### config.mk
export PLATFORM = sky130hd
export DESIGN_NAME = ttg_front
export DESIGN_NICKNAME = d
export VERILOG_FILES = /design/src/rtl/ttg_pkg.sv /design/src/rtl/ttg_front.sv
export SDC_FILE = /design/constraint.sdc
export NUM_CORES = 1
export LEC_CHECK = 0
export BUFFER_PORTS_ARGS = -buffer_cell sky130_fd_sc_hd__buf_2
export CORE_AREA = 2 2 248 250
export DETAILED_ROUTE_END_ITERATION = 7
export DIE_AREA = 0 0 250 252
export PLACE_DENSITY_LB_ADDON = 0.15
export SYNTH_ARGS = -nofsm -noshare
export SYNTH_HDL_FRONTEND = slang
export SYNTH_SLANG_ARGS = --single-unit
export TNS_END_PERCENT = 30
### constraint.sdc
create_clock -name i_clk -period 8.3 [get_ports i_clk]
set_input_delay 0.83 -clock i_clk [delete_from_list [all_inputs] [get_ports i_clk]]
set_output_delay 0.83 -clock i_clk [all_outputs]
set_load 0.01 [all_outputs]
### src/rtl/ttg_pkg.sv
// Shared types and constants of the triangle tangent generator.
// No dependencies; every other file of the block imports this package.
`timescale 1ns / 1ps

package ttg_pkg;

    // One vertex word as it enters the block (Q16.16 fields).
    typedef struct packed {
        logic signed [31:0] pos_x;
        logic signed [31:0] pos_y;
        logic signed [31:0] pos_z;
        logic signed [31:0] tex_u;
        logic signed [31:0] tex_v;
    } t_vertex;

    // One result word (Q2.30 tangent plus flags).
    typedef struct packed {
        logic signed [31:0] tan_x;
        logic signed [31:0] tan_y;
        logic signed [31:0] tan_z;
        logic               degenerate;
        logic               last_corner;
    } t_result;

    // A complete triangle handed from the front to the back.
    typedef struct packed {
        t_vertex c0;
        t_vertex c1;
        t_vertex c2;
    } t_job;

    // Largest magnitude of an output component (1.0 in Q2.30).
    localparam logic signed [31:0] ONE_Q30 = 32'sh4000_0000;

endpackage

### src/rtl/ttg_front.sv
// Front end: holds the first two corners of a triangle and pushes whole triangles.
// Depends on ttg_pkg.
`timescale 1ns / 1ps

module ttg_front (
    input  logic            i_clk,
    input  logic            i_rst_n,
    input  ttg_pkg::t_vertex i_vertex,
    input  logic            push,
    output logic            full,
    output logic            o_job_push,
    output ttg_pkg::t_job   o_job,
    input  logic            i_job_full
);
    import ttg_pkg::*;

    localparam logic [1:0] CORNER_LAST = 2'd2;

    logic [1:0] r_cnt;
    t_vertex    r_c0;
    t_vertex    r_c1;
    logic       w_acc;

    // Stall only the closing corner, and only while the job queue is full.
    assign full       = (r_cnt == CORNER_LAST) && i_job_full;
    assign w_acc      = push && !full;
    assign o_job_push = w_acc && (r_cnt == CORNER_LAST);
    assign o_job      = '{c0: r_c0, c1: r_c1, c2: i_vertex};

    always_ff @(posedge i_clk) begin
        if (!i_rst_n) begin
            r_cnt <= 2'd0;
        end else if (w_acc) begin
            r_cnt <= (r_cnt == CORNER_LAST) ? 2'd0 : r_cnt + 2'd1;
        end
    end

    always_ff @(posedge i_clk) begin
        if (w_acc && r_cnt == 2'd0) begin
            r_c0 <= i_vertex;
        end
        if (w_acc && r_cnt == 2'd1) begin
            r_c1 <= i_vertex;
        end
    end

endmodule

==> flow_summary_export.csv <==
group,metric,value,unit
yosys,syn_inst,493,
timing,slew_headroom,38.5,%
timing,skew,0.00781,ns
yosys,syn-cell-area,10900,um2
cts,htreeDepth,2,
yosys,synth.net_count,657,
floorplanning,die_y,252,um
final_layout,finalInstanceArea,15100,um2
timing,worstMarginPinSlew,0.923,ns
worst_setup_path,crit_type,"register to register",
routing,routed_via_density,3.38,
final_layout,diodes,0,
cts,cts_buffers,37,
yosys,synth.area.top_cells,"edfxtp_1 (88%), buf_4 (11%), dfxtp_1 (0.37%), nor3b_2 (0.11%), nor4bb_1 (0.092%)",
grt,grt_pass1_wl,41100,um
cts,clkSinkCount,322,
timing,fin_ws,5.60,ns
placed_design,place_ws,5.08,ns
worst_setup_path,startpoint,"r_cnt[0]",
min_path,min_path_type,"input pin to register",
cts,cts-hold-fix-buffers,0,
placed_design,post_dp_cell_area,14000,um2
grt,grt_overflow_total,0,
timing,final.min_clock_period,2.70,ns
floorplanning,num_rows,90,
timing,drv_slew,0,
power,vdd_drop_max,0.117,mV
worst_setup_path,r2r-start,"r_cnt[0]",
placed_design,io_buffers,645,
timing,rsz0062_at_grt,"false",
routing,wl_per_cell,16.6,um
final_layout,layout-drive-gt1-share,67.2,%
worst_setup_path,crit_fanout,62,
cts,cts_tree,"built",
timing,max_freq,0.370,GHz
floorplanning,die_width,250,um
worst_setup_path,worstSetupStartpointType,"register",
timing,finalHoldViolCount,0,
grt,grt_antenna_before_repair,1,
final_layout,synthToLayoutAreaGrowth,38.2,%
floorplanning,pin_count,646,
routing,num_vias,6171,
routing,first_pass_iters,4,
yosys,yosysTopAreaCell,"edfxtp_1",
grt,track_usage,8.97,%
grt,grt_max_degree,65,
yosys,synth_cell_types,14,
yosys,ys_ff_latch,322,
routing,drt-total-wl,30300,um
yosys,yosysWarnings,0,
routing,drt_iter0_markers,249,
floorplanning,start_util,18.2,%
routing,drcViolationCount,0,
worst_setup_path,worstPathRequired,8.45,ns
floorplanning,core,60100,um2
timing,final.setup.tns,0,ns
final_layout,final_nets,1187,
yosys,synth_seq_area_share,88.3,%
placed_design,place_hpwl,22300,um
cts,cts_max_path_buffers,3,
power,p_leak,6.16,nW
yosys,syn_area_per_cell,22.2,um2
placed_design,place_congestion,0.730,
power,power_density,249,nW/um2
cts,cts_root_buf,"clkbuf_16",
routing,postRouteAntennaNets,0,
min_path,hold_start,"i_vertex[64]",
cts,clk_pin_slew,0.06,ns
floorplanning,dieArea,63000,um2
cts,cts_resized,0,
timing,period_share,32.5,%
timing,finalSetupViolCount,0,
cts,post_cts_buffers,0,
min_path,hold_depth,1,
grt,grt_pass1_vias,6000,
cts,insertion_delay,0.53,ns
worst_setup_path,crit_arrival,2.85,ns
outcome,status,"completed",
worst_setup_path,cp-end-kind,"register",
yosys,yosysTopAreaCellShare,87.9,%
run,cap_violations,0,
worst_setup_path,rr_worst_depth,4,
[registers in the layout, summed over array words and instances (netlist names)]
register  count
o_job       320
r_cnt         2
[area by class of cell]
class	count	area, um2
clock inverter	19	166
tap	782	978
fill	6313	45000
clock buffer	42	945
timing repair buffer	651	3270
multi-input combinational	10	86.3
inverter	1	3.75
sequential	322	9650
[worst max-delay path, cell delays in order (launching register included)]
cell and delay, ns:
dfxtp_1 0.46, nand2_1 0.14, nor2_4 0.50, buf_4 0.38, buf_4 0.72
[through the flow]
| stage | hold WS (ns) | std cells | total power [mW] | util (%) |
|---|---|---|---|---|
| final | 0.506 | 1827 | 3.75 | 25.1 |
| after global routing | 0.468 | 1827 | 3.92 | 25.1 |
| after CTS | 0.452 | 1827 | 3.84 | 25.1 |
| after detailed placement | 0.620 | 1766 | 2.28 | 23.3 |
| after global placement | 0.615 | 1766 | 2.28 | 23.3 |
| after floorplan | 0.513 | 493 | 2.13 | - |
[worst paths after layout]
kind                              endpoint  slack [ns]
worst min register to register    r_cnt[1]        0.64
worst max register to register  o_job[297]        5.60
worst max-delay path            o_job[297]        5.60
worst min-delay path            o_job[384]        0.51
[cells in the final DEF (no fill, tap or decap)]
cell type / instances
nor4bb_1: 1
nor2b_1: 1
clkinv_1: 7
buf_4: 6
nand2b_1: 1
nor3b_4: 1
o21a_1: 1
clkinv_2: 7
nor2_4: 1
and3b_1: 1
inv_1: 1
clkinvlp_4: 2
clkbuf_16: 37
bufinv_16: 3
nand2_1: 1
buf_2: 645
dfxtp_1: 2
a311oi_1: 1
a21oi_1: 1
edfxtp_1: 320
clkbuf_1: 5
[logic make-up after synthesis]
logic type | count (synthesis) | share of synthesized area (%)
DFF | 322 | 88.3
buffers and inverters | 161 | 11.0
and+or+nand+nor | 7 | 0.469
AOI/OAI and AO/OA | 3 | 0.195
[cells in the mapped netlist]
library cell,count
nand2b_1,1
nor2_1,1
nor4bb_1,1
and3b_1,1
a311oi_1,1
a21oi_1,1
inv_1,1
nand2_1,1
nor3b_2,1
o21a_1,1
edfxtp_1,320
dfxtp_1,2
nor2b_1,1
buf_4,160
[routing by layer]
| metal | GRT usage (%) | vias up | part of all wire (%) |
|---|---|---|---|
| li1 | - | 2748 | - |
| met1 | 9.76 | 3039 | 37 |
| met2 | 16.0 | 340 | 52 |
| met3 | 3.26 | 44 | 8.7 |
| met4 | 3.34 | 0 | 2.3 |
| met5 | 0 | - | 0 |
[power by group]
group / internal (mW) / switching, mW / total, mW
sequential: 1.90 / 0.0191 / 1.92
combinational: 0.110 / 0.207 / 0.317
clock: 0.903 / 0.617 / 1.52
No activity file was read; power rests on OpenSTA's default activity.
