`config.mk`:
```
export PLATFORM = sky130hd
export DESIGN_NAME = ttg_jobq
export DESIGN_NICKNAME = d
export VERILOG_FILES = /design/src/rtl/ttg_pkg.sv /design/src/rtl/ttg_jobq.sv
export SDC_FILE = /design/constraint.sdc
export NUM_CORES = 1
export LEC_CHECK = 0
export ABC_AREA = 1
export BUFFER_PORTS_ARGS = -buffer_cell sky130_fd_sc_hd__buf_2
export CAP_MARGIN = 20
export CELL_PAD_IN_SITES_DETAIL_PLACEMENT = 0
export CELL_PAD_IN_SITES_GLOBAL_PLACEMENT = 2
export CORE_ASPECT_RATIO = 0.6
export CORE_MARGIN = 3
export CORE_UTILIZATION = 25
export DETAILED_ROUTE_END_ITERATION = 10
export PLACE_DENSITY = 0.65
export SYNTH_ARGS = -nofsm -noshare
export SYNTH_HDL_FRONTEND = slang
export SYNTH_SLANG_ARGS = --single-unit
```
`constraint.sdc`:
```
create_clock -name i_clk -period 35.2 [get_ports i_clk]
set_clock_uncertainty 0.2 [all_clocks]
set_input_delay 5.28 -clock i_clk [delete_from_list [all_inputs] [get_ports i_clk]]
set_output_delay 5.28 -clock i_clk [all_outputs]
set_load 0.01 [all_outputs]
```
`src/rtl/ttg_pkg.sv`:
```
// Shared types and constants of the triangle tangent generator.
// No dependencies; every other file of the block imports this package.
`timescale 1ns / 1ps

package ttg_pkg;

    // One vertex word as it enters the block (Q16.16 fields).
    typedef struct packed {
        logic signed [31:0] pos_x;
        logic signed [31:0] pos_y;
        logic signed [31:0] pos_z;
        logic signed [31:0] tex_u;
        logic signed [31:0] tex_v;
    } t_vertex;

    // One result word (Q2.30 tangent plus flags).
    typedef struct packed {
        logic signed [31:0] tan_x;
        logic signed [31:0] tan_y;
        logic signed [31:0] tan_z;
        logic               degenerate;
        logic               last_corner;
    } t_result;

    // A complete triangle handed from the front to the back.
    typedef struct packed {
        t_vertex c0;
        t_vertex c1;
        t_vertex c2;
    } t_job;

    // Largest magnitude of an output component (1.0 in Q2.30).
    localparam logic signed [31:0] ONE_Q30 = 32'sh4000_0000;

endpackage

```
`src/rtl/ttg_jobq.sv`:
```
// Two-entry queue of triangles between the front end and the back end.
// Depends on ttg_pkg.
`timescale 1ns / 1ps

module ttg_jobq (
    input  logic          i_clk,
    input  logic          i_rst_n,
    input  logic          i_push,
    input  ttg_pkg::t_job i_job,
    output logic          o_full,
    input  logic          i_pop,
    output logic          o_empty,
    output ttg_pkg::t_job o_job
);
    import ttg_pkg::*;

    t_job       r_mem [2];
    logic       r_wr;
    logic       r_rd;
    logic [1:0] r_cnt;
    logic       w_wr;
    logic       w_rd;

    assign o_full  = (r_cnt == 2'd2);
    assign o_empty = (r_cnt == 2'd0);
    assign o_job   = r_mem[r_rd];
    assign w_wr    = i_push && !o_full;
    assign w_rd    = i_pop && !o_empty;

    always_ff @(posedge i_clk) begin
        if (!i_rst_n) begin
            r_wr  <= 1'b0;
            r_rd  <= 1'b0;
            r_cnt <= 2'd0;
        end else begin
            if (w_wr) begin
                r_wr <= !r_wr;
            end
            if (w_rd) begin
                r_rd <= !r_rd;
            end
            r_cnt <= r_cnt + {1'b0, w_wr} - {1'b0, w_rd};
        end
    end

    always_ff @(posedge i_clk) begin
        if (w_wr) begin
            r_mem[r_wr] <= i_job;
        end
    end

endmodule

```
==> results.py, run 1 <==
metrics = {
    "floorplanning": {
        "boundaryPins": 966,
        "die_h_um": 295,
        "die_w_um": 488,
        "floorplan.die_area_mm2": 0.144,
        "fp-row-count": 105,
        "start_util_pct": 25.4,
        "core_mm2": 0.138,
    },
    "worst_setup_path": {
        "critical_path.cell_chain": "buf_4, buf_4, buf_4, buf_4, mux2_1, buf_2",
        "ff2ff_path_depth": 9,
        "cp_num_buf_inv": 5,
        "worst_setup_path_end_kind": "output pin",
        "timing.critical_path.mode_cell": "sky130_fd_sc_hd__buf_4",
        "timing.critical_path.fanout_max": 64,
        "critPathRequiredTime_ns": 29.72,
        "r2r-start": "r_cnt[0]",
        "slowest_delay_ns": 0.84,
        "path_delay_family": "buffers and inverters",
        "path_class": "reg2out",
        "critical_path.startpoint_type": "flop",
        "timing.rr.end": "r_mem[0][370]",
        "critical_path_depth": 6,
        "r2r_setup_slack_ns": 30.03,
        "crit_slowest_cell": "sky130_fd_sc_hd__dfxtp_4",
        "capture_point_of_the_critical_path": "o_job[324]",
        "worst_ep_arrival_time_ns": 5.47,
    },
    "global_routing": {
        "grt.busiest_layer": "met2",
        "globalRouteTotalUtil_pct": 12.0,
        "grt_start_max_net_pins": 141,
        "first_pass_grt_wire_length_mm": 127,
        "grt_pass1_vias": 18400,
        "grt_use_met2_pct": 19.9,
        "globalRouteMet1Util_pct": 13.9,
        "antenna_found_initial": 39,
        "grt_util_met3_pct": 5.51,
        "grt.overflow.total": 0,
    },
    "route": {
        "via_count": 17900,
        "drt_pass1_iterations": 5,
        "dr.first_iter.drc_count": 1000,
        "drt.antenna.violating_nets": 0,
        "detail_route.drc_violations": 0,
        "avgViaCountPerCell": 4.01,
        "detail_route.wl_per_cell_um": 20.5,
        "wirelength_mm": 91.7,
    },
    "logic_synthesis": {
        "ys_dominant_reg_cell": "sky130_fd_sc_hd__edfxtp_1",
        "netlist.top_cell.by_area": "sky130_fd_sc_hd__edfxtp_1",
        "synth_cell_type_count": 12,
        "synth-seq-cells": 965,
        "yosys.cell_count.top_type": "sky130_fd_sc_hd__edfxtp_1",
        "syn_avg_cell_area_um2": 22.8,
        "synth.yosys.warnings": 0,
        "synth_sequential_area_ratio_pct": 82.9,
        "synth_top_cell_area_share_pct": 82.6,
        "synth_enable_flop_cells": 960,
        "synth_area_mm2": 0.0349,
        "synth-async-reset-ratio_pct": 0,
        "synthesis.instances": 1531,
        "post_synth_most_frequent_cells": "960 x sky130_fd_sc_hd__edfxtp_1, 280 x sky130_fd_sc_hd__mux2_2, 200 x sky130_fd_sc_hd__mux2_1",
        "synth.net_count": 2017,
        "synth.top_cells.by_area": "sky130_fd_sc_hd__edfxtp_1 83%, sky130_fd_sc_hd__mux2_2 9.0%, sky130_fd_sc_hd__mux2_1 6.5%",
    },
    "timing": {
        "maxSlewViolCount": 0,
        "unrepaired_setup_endpoints_after_global_routing": "no",
        "worst_slack_ns": 24.25,
        "tightest_slew_ns": 1.11,
        "timing.final.crit_share_pct": 31.1,
        "hold_viol_final": 0,
        "max_slew_margin_pct": 25.9,
        "layout_min_cycle_time_ns": 10.95,
        "holdWs_ns": 0.297,
        "setup_viol": 0,
        "maxClockFrequency_mhz": 91.3,
        "finalSetupTns_ns": 0,
    },
    "clock_network": {
        "cts_hold_buffers": 0,
        "post_cts_setup_inserts": 0,
        "tritoncts": "built",
        "clock_tree.buffer_depth": 3,
        "clock_sinks": 965,
        "clock-root-buffer": "sky130_fd_sc_hd__clkbuf_16",
        "cts_inserted_buffers": 92,
        "path_clk_slew_ns": 0.06,
        "htree_levels": 3,
        "insertion_delay_ns": 0.67,
        "ctsResizeCount": 0,
    },
    "power_and_ir_drop": {
        "ir_drop_mv": 0.0454,
        "power_density_mw_per_mm2": 70.5,
        "total_leakage_power_nw": 16.2,
    },
    "status": {
        "run_status": "finished clean",
    },
    "layout": {
        "num-nets-final": 3044,
        "share_of_post_route_cells_with_drive_strength_above_1_pct": 52.9,
        "area_growth_pct": 28.1,
    },
    "placed_design": {
        "dpl_worst_slack_ns": 24.82,
        "half_perimeter_wire_length_after_placement_mm": 65.2,
        "buffer_ports.inserted": 965,
        "gp_congestion": 0.782,
    },
    "worst_hold_path": {
        "worstHoldPathType": "reg2reg",
        "hp-start": "r_rd",
    },
    "job": {
        "max_cap_viol_count": 0,
    },
}
-- worst min path at each step --
| stage | end | slack (ns) | depth (start not counted) |
|---|---|---|---|
| finish | flop | 0.30 | 2 |
| global route | r_rd | 0.36 | 2 |
| CTS | flop | 0.31 | 2 |
| detailed placement | flop | 0.29 | 2 |
| global placement | r_rd | 0.30 | 2 |
| floorplan | flop | 0.27 | 2 |
-- worst reg2reg max path, stage by stage, from the launching register on --
cell,delay (ns)
sky130_fd_sc_hd__dfxtp_1,0.35
sky130_fd_sc_hd__inv_1,0.06
sky130_fd_sc_hd__nand2_1,0.12
sky130_fd_sc_hd__nand2_1,0.12
sky130_fd_sc_hd__nor2_4,0.08
sky130_fd_sc_hd__buf_4,0.51
sky130_fd_sc_hd__buf_4,0.78
sky130_fd_sc_hd__buf_4,0.91
sky130_fd_sc_hd__buf_4,0.78
sky130_fd_sc_hd__buf_4,0.79
-- metrics by stage --
| stage | instances | util [%] | total power, W | cell area, um^2 |
|---|---|---|---|---|
| CTS | 4447 | 32.4 | 0.00321 | 44600 |
| global route | 4455 | 32.5 | 0.00331 | 44600 |
| finish | 4470 | 32.5 | 0.00315 | 44700 |
| floorplan | 1531 | - | 0.00205 | 34900 |
| global placement | 4283 | 30.4 | 0.00225 | 41800 |
| detailed placement | 4283 | 30.4 | 0.00225 | 41800 |
-- cell usage in the layout, fill, tap and decap left out, drive strengths merged --
cell and instances:
mux2 480, bufinv 4, nand3 3, clkinvlp 3, clkinv 39, buf 986, dfxtp 5, clkbuf 112
edfxtp 960, nand2 9, inv 15, a21oi 2, ha 2, nor2 8, diode 23
-- cell type report --
class	count	area [um^2]
Tap cell	1819	2280
Clock buffer	112	2380
Inverter	9	41.3
Fill cell	13500	92900
Sequential cell	965	28900
Clock inverter	52	468
Timing Repair Buffer	986	5000
Multi-Input combinational cell	504	5530
Antenna cell	23	57.6
-- state kept, by name (all words and copies together), names as in the netlist, named ones only --
name and cells:
r_wr 1, r_mem 960, r_cnt 2, r_rd 1
-- layer usage --
layer	vias up	part of all wire [%]	wire (um)
met4	40	2.0	1850
li1	8211	-	-
met1	8924	39	35700
met5	-	0.29	264
met2	595	49	44800
met3	159	9.9	9040
-- power by group --
part / switching [W] / internal, W / leakage [nW]
clock: 0.000426 / 0.000515 / 1.37
sequential: 0.0000391 / 0.00146 / 9.01
combinational: 0.000425 / 0.000287 / 5.83
total: 0.000890 / 0.00226 / 16.2
-- logic make-up after synthesis --
| group | Yosys count | share of synthesized area (%) |
|---|---|---|
| AND/OR/NAND/NOR | 20 | 0.226 |
| adder cells (fa/ha/maj) | 2 | 0.0717 |
| multiplexers | 480 | 15.5 |
| flip-flops | 965 | 82.9 |
| buffers and inverters | 62 | 1.25 |
| AO/OA/AOI/OAI | 2 | 0.0287 |
No activity file was read; power rests on OpenSTA's default activity.
==> run 2, diff against run 1 <==
- clock period: 35.2 -> 10.3 ns (I/O delays scaled with it)
==> results.py, run 2 (synthesis results as in run 1) <==
metrics = {
    "layout": {
        "layout.cells.most_common_list": "965 x sky130_fd_sc_hd__buf_2, 960 x sky130_fd_sc_hd__edfxtp_1, 280 x sky130_fd_sc_hd__mux2_2",
        "num-nets-final": 3039,
        "area_growth_pct": 28.1,
        "fin_cells": 4460,
        "largest_register_ffs": 960,
        "utilization_pct": 32.5,
        "post-route-cell-area_mm2": 0.0447,
        "layout.cells.most_common": "sky130_fd_sc_hd__buf_2",
        "share_of_post_route_cells_with_drive_strength_above_1_pct": 52.6,
        "largestRegisters": "r_mem: 960 flops, r_cnt: 2 flops",
        "largest-register": "r_mem",
    },
    "timing": {
        "tightest_slew_ns": 1.05,
        "finalSetupTns_ns": 0,
        "unrepaired_setup_endpoints_after_global_routing": "no",
        "layout_min_cycle_time_ns": 4.99,
        "maxSlewViolCount": 0,
        "timing.final.crit_share_pct": 48.4,
        "max_slew_margin_pct": 30.0,
        "setup_viol": 0,
        "maxClockFrequency_mhz": 200,
        "hold_viol_final": 0,
        "holdWs_ns": 0.304,
    },
    "worst_setup_path": {
        "crit_slowest_cell": "sky130_fd_sc_hd__buf_4",
        "slowest_delay_ns": 0.76,
        "worst_setup_path_end_kind": "output pin",
        "path_delay_family": "buffers and inverters",
        "ff2ff_path_depth": 6,
        "r2r_setup_slack_ns": 7.07,
        "critPathRequiredTime_ns": 8.56,
        "cp_num_buf_inv": 3,
        "critical_path.startpoint_type": "flop",
        "worst_ep_arrival_time_ns": 3.25,
        "critical_path.cell_chain": "buf_12, buf_4, mux2_2, buf_2",
        "r2r-start": "r_cnt[0]",
        "critical_path_depth": 4,
        "path_class": "reg2out",
        "timing.critical_path.fanout_max": 155,
        "capture_point_of_the_critical_path": "o_job[238]",
        "timing.rr.end": "r_mem[1][359]",
    },
    "clock_network": {
        "tritoncts": "built",
        "post_cts_setup_inserts": 0,
        "clock-root-buffer": "sky130_fd_sc_hd__clkbuf_16",
        "insertion_delay_ns": 0.66,
        "clock_sinks": 965,
        "cts_hold_buffers": 0,
        "ctsResizeCount": 0,
        "htree_levels": 3,
        "cts_inserted_buffers": 94,
        "clock_tree.buffer_depth": 3,
        "path_clk_slew_ns": 0.06,
    },
    "global_routing": {
        "grt_start_max_net_pins": 156,
        "grt_util_met3_pct": 5.09,
        "globalRouteMet1Util_pct": 12.9,
        "grt_pass1_vias": 18900,
        "grt.overflow.total": 0,
        "first_pass_grt_wire_length_mm": 124,
        "grt.busiest_layer": "met2",
        "antenna_found_initial": 36,
        "globalRouteTotalUtil_pct": 11.5,
        "grt_use_met2_pct": 19.7,
    },
    "floorplanning": {
        "boundaryPins": 966,
        "die_h_um": 295,
        "fp-row-count": 105,
        "start_util_pct": 25.4,
        "floorplan.die_area_mm2": 0.144,
        "core_mm2": 0.138,
        "die_w_um": 488,
    },
    "route": {
        "drt.antenna.violating_nets": 0,
        "avgViaCountPerCell": 4.01,
        "dr.first_iter.drc_count": 962,
        "via_count": 17900,
        "wirelength_mm": 88.2,
        "detail_route.drc_violations": 0,
        "drt_pass1_iterations": 4,
        "detail_route.wl_per_cell_um": 19.8,
    },
    "placed_design": {
        "buffer_ports.inserted": 965,
        "half_perimeter_wire_length_after_placement_mm": 60.6,
        "dp.cells": 4276,
        "placement.cell_area_mm2": 0.0418,
        "gp_congestion": 0.759,
    },
    "power_and_ir_drop": {
        "total_leakage_power_nw": 16.2,
        "seq_power_share_pct": 47.5,
        "power_frac_comb_pct": 22.7,
        "cell_internal_pwr_w": 0.00774,
        "power_density_mw_per_mm2": 240,
        "switchingPower_w": 0.00300,
        "relative_contribution_of_the_clock_network_to_total_power_pct": 29.8,
        "ir_drop_mv": 0.132,
        "switching_share_pct": 27.9,
    },
    "worst_hold_path": {
        "worstHoldPathType": "reg2reg",
        "worst_hold_path_cells": 2,
    },
    "job": {
        "max_cap_viol_count": 0,
    },
    "status": {
        "run_status": "finished clean",
    },
}
## run 2: cell count changes in the layout (fill, tap and decap cells not counted), sizes merged
cell / delta
clkinv: +8
buf: -7
diode: -7
inv: -4
bufinv: -2
clkbuf: +1
clkinvlp: +1
## run 2: worst register-to-register path: cells and delay by family (launching register included)
family,cells,cell delay [ns]
DFF,1,0.36
and+or+nand+nor,2,0.29
buffers and inverters,4,1.64
## run 2: stage by stage
step                      power (W)  setup slack [ns]
after floorplan             0.00673             0.833
after global placement      0.00767              5.99
after detailed placement    0.00768              5.99
after CTS                    0.0109              5.26
after global routing         0.0113              5.12
final                        0.0107              5.31
## run 2: how the worst min path moves through the flow
stage / from / to / slack, ns
after global routing: r_rd / flop / 0.35
after floorplan: r_rd / flop / 0.27
after detailed placement: r_rd / flop / 0.31
final: r_rd / flop / 0.30
after CTS: r_rd / flop / 0.32
after global placement: r_rd / r_rd / 0.29
## run 2: area by class of cell
class	instances	area [um^2]
Antenna cell	16	40.0
Clock buffer	113	2470
Clock inverter	55	365
Fill cell	13400	92900
Inverter	9	37.5
Multi-Input combinational cell	504	5530
Sequential cell	965	28900
Tap cell	1819	2280
Timing Repair Buffer	979	5050
## run 2: power groups by stage
stage                     Combinational (W)  Clock, W  Sequential (W)
final                               0.00243   0.00320         0.00510
after global routing                0.00263   0.00350         0.00514
after CTS                           0.00251   0.00333         0.00510
after detailed placement            0.00250         0         0.00518
after global placement              0.00250         0         0.00517
after floorplan                     0.00143         0         0.00530
## run 2: metal layers
layer  share of wire, %  vias up
li1                   -     8202
met1                 38     8879
met2                 50      621
met3                9.6      157
met4                2.4       42
met5               0.32        -
==> run 3, diff against run 2 <==
- clock period: 10.3 -> 4.7 ns (I/O delays scaled with it)
==> results.py, run 3 (synthesis results as in run 1) <==
metrics = {
    "clock_network": {
        "path_clk_slew_ns": 0.06,
        "clock_tree.buffer_depth": 3,
        "htree_levels": 3,
        "tritoncts": "built",
        "cts_inserted_buffers": 93,
        "post_cts_setup_inserts": 0,
        "clock-root-buffer": "sky130_fd_sc_hd__clkbuf_16",
        "cts_hold_buffers": 472,
        "insertion_delay_ns": 0.65,
        "clock_sinks": 965,
        "ctsResizeCount": 0,
    },
    "route": {
        "dr.first_iter.drc_count": 911,
        "drt.antenna.violating_nets": 0,
        "wirelength_mm": 93.9,
        "drt_pass1_iterations": 4,
        "detail_route.wl_per_cell_um": 18.9,
        "detail_route.drc_violations": 0,
        "m1WireLength_mm": 36.3,
        "avgViaCountPerCell": 3.99,
        "highest-signal-layer": "met5",
        "via_count": 19800,
        "met2_length_mm": 47.1,
        "wl_met3_mm": 7.86,
    },
    "global_routing": {
        "globalRouteTotalUtil_pct": 12.3,
        "grt_start_max_net_pins": 107,
        "first_pass_grt_wire_length_mm": 134,
        "antenna_found_initial": 15,
        "grt_pass1_vias": 21200,
        "grt.overflow.total": 0,
    },
    "floorplanning": {
        "die_h_um": 295,
        "core_mm2": 0.138,
        "fp-row-count": 105,
        "die_w_um": 488,
        "start_util_pct": 25.4,
        "floorplan.die_area_mm2": 0.144,
        "boundaryPins": 966,
    },
    "layout": {
        "multiInputGateArea_mm2": 0.00556,
        "largestRegisters": "r_mem: 960 flops, r_cnt: 2 flops",
        "layout.cells.most_common_list": "965 x sky130_fd_sc_hd__buf_2, 960 x sky130_fd_sc_hd__edfxtp_1, 472 x sky130_fd_sc_hd__dlygate4sd3_1",
        "num-nets-final": 3546,
        "share_of_post_route_cells_with_drive_strength_above_1_pct": 45.5,
        "seqCellArea_mm2": 0.0289,
        "largest-register": "r_mem",
        "num-fill-cells": 13000,
        "area_growth_pct": 43.3,
        "largest_register_ffs": 960,
        "layout.cells.most_common": "sky130_fd_sc_hd__buf_2",
        "fin_cells": 4959,
    },
    "timing": {
        "holdWs_ns": 0.0789,
        "maxSlewViolCount": 0,
        "finalSetupTns_ns": 0,
        "timing.final.crit_share_pct": 75.7,
        "max_slew_margin_pct": 44.9,
        "setup_viol": 0,
        "maxClockFrequency_mhz": 281,
        "worst_slack_ns": 1.14,
        "unrepaired_setup_endpoints_after_global_routing": "no",
        "tightest_slew_ns": 0.825,
        "layout_min_cycle_time_ns": 3.56,
        "hold_viol_final": 0,
    },
    "status": {
        "run_status": "finished clean",
    },
    "worst_hold_path": {
        "worst_hold_path_cells": 1,
        "hp-start": "i_job[94]",
        "worstHoldPathType": "in2reg",
    },
    "worst_setup_path": {
        "r2r-start": "r_cnt[0]",
        "worst_ep_arrival_time_ns": 2.65,
        "critical_path.startpoint_type": "flop",
        "critPathRequiredTime_ns": 3.80,
        "path_class": "reg2out",
        "ff2ff_path_depth": 6,
        "worst_setup_path_end_kind": "output pin",
        "timing.critical_path.fanout_max": 40,
    },
    "placed_design": {
        "half_perimeter_wire_length_after_placement_mm": 66.2,
        "dpl_worst_slack_ns": 1.73,
        "buffer_ports.inserted": 965,
        "gp_congestion": 0.769,
        "dp.cells": 4312,
    },
    "power_and_ir_drop": {
        "seq_power_share_pct": 45.6,
        "ir_drop_mv": 0.361,
        "power_frac_comb_pct": 24.1,
        "total_leakage_power_nw": 18.5,
        "switching_share_pct": 27.9,
        "power_density_mw_per_mm2": 490,
        "switchingPower_w": 0.00683,
        "cell_internal_pwr_w": 0.0177,
        "relative_contribution_of_the_clock_network_to_total_power_pct": 30.2,
    },
    "job": {
        "max_cap_viol_count": 0,
    },
}
run 3: cell count changes in the layout (fill, tap and decap cells not counted), moves of 2 or more:
| cell | before | now |
|---|---|---|
| sky130_fd_sc_hd__dlygate4sd3_1 | 0 | 472 |
| sky130_fd_sc_hd__buf_12 | 9 | 18 |
| sky130_fd_sc_hd__buf_4 | 5 | 32 |
| sky130_fd_sc_hd__clkinv_1 | 33 | 18 |
| sky130_fd_sc_hd__bufinv_16 | 2 | 8 |
| sky130_fd_sc_hd__inv_16 | 3 | 1 |
| sky130_fd_sc_hd__clkbuf_1 | 17 | 23 |
| sky130_fd_sc_hd__diode_2 | 16 | 8 |
run 3: worst paths after layout:
kind | to | slack (ns)
worst max-delay path | o_job[107] | 1.14
worst max register to register | r_mem[1][280] | 2.08
worst min register to register | flop | 0.32
worst min-delay path | r_mem[0][94] | 0.08
run 3: per-stage QoR:
step                      power, W  util [%]  cell area (um^2)
after global routing        0.0257      36.3             50000
after detailed placement    0.0171      30.7             42200
final                       0.0245      36.3             50000
after global placement      0.0171      30.7             42200
after floorplan             0.0148         -             34900
after CTS                   0.0249      36.3             50000
run 3: area by class of cell:
type | instances | area share [%]
Clock buffer | 119 | 4.98
Multi-Input combinational cell | 504 | 11.1
Antenna cell | 8 | 0.0401
Tap cell | 1819 | 4.55
Timing Repair Buffer | 1487 | 20.3
Clock inverter | 48 | 1.03
Sequential cell | 965 | 57.9
Inverter | 9 | 0.0751
run 3: layer usage:
metal | global-route usage, % | up-vias
met3 | 4.59 | 156
met2 | 21.6 | 639
met4 | 3.73 | 8
met1 | 14.1 | 9788
li1 | - | 9192
met5 | 0 | -
run 3: power groups by stage:
stage | registers (W) | clock network, W | logic (W)
global placement | 0.0113 | 0 | 0.00573
detailed placement | 0.0114 | 0 | 0.00570
global route | 0.0113 | 0.00805 | 0.00638
floorplan | 0.0116 | 0 | 0.00315
finish | 0.0112 | 0.00740 | 0.00591
CTS | 0.0112 | 0.00767 | 0.00608
run 3: worst max-delay path, cell delays in order (launching register included):
cell,delay [ns]
sky130_fd_sc_hd__dfxtp_4,0.79
sky130_fd_sc_hd__buf_12,0.26
sky130_fd_sc_hd__buf_4,0.38
sky130_fd_sc_hd__mux2_2,0.39
sky130_fd_sc_hd__buf_2,0.14
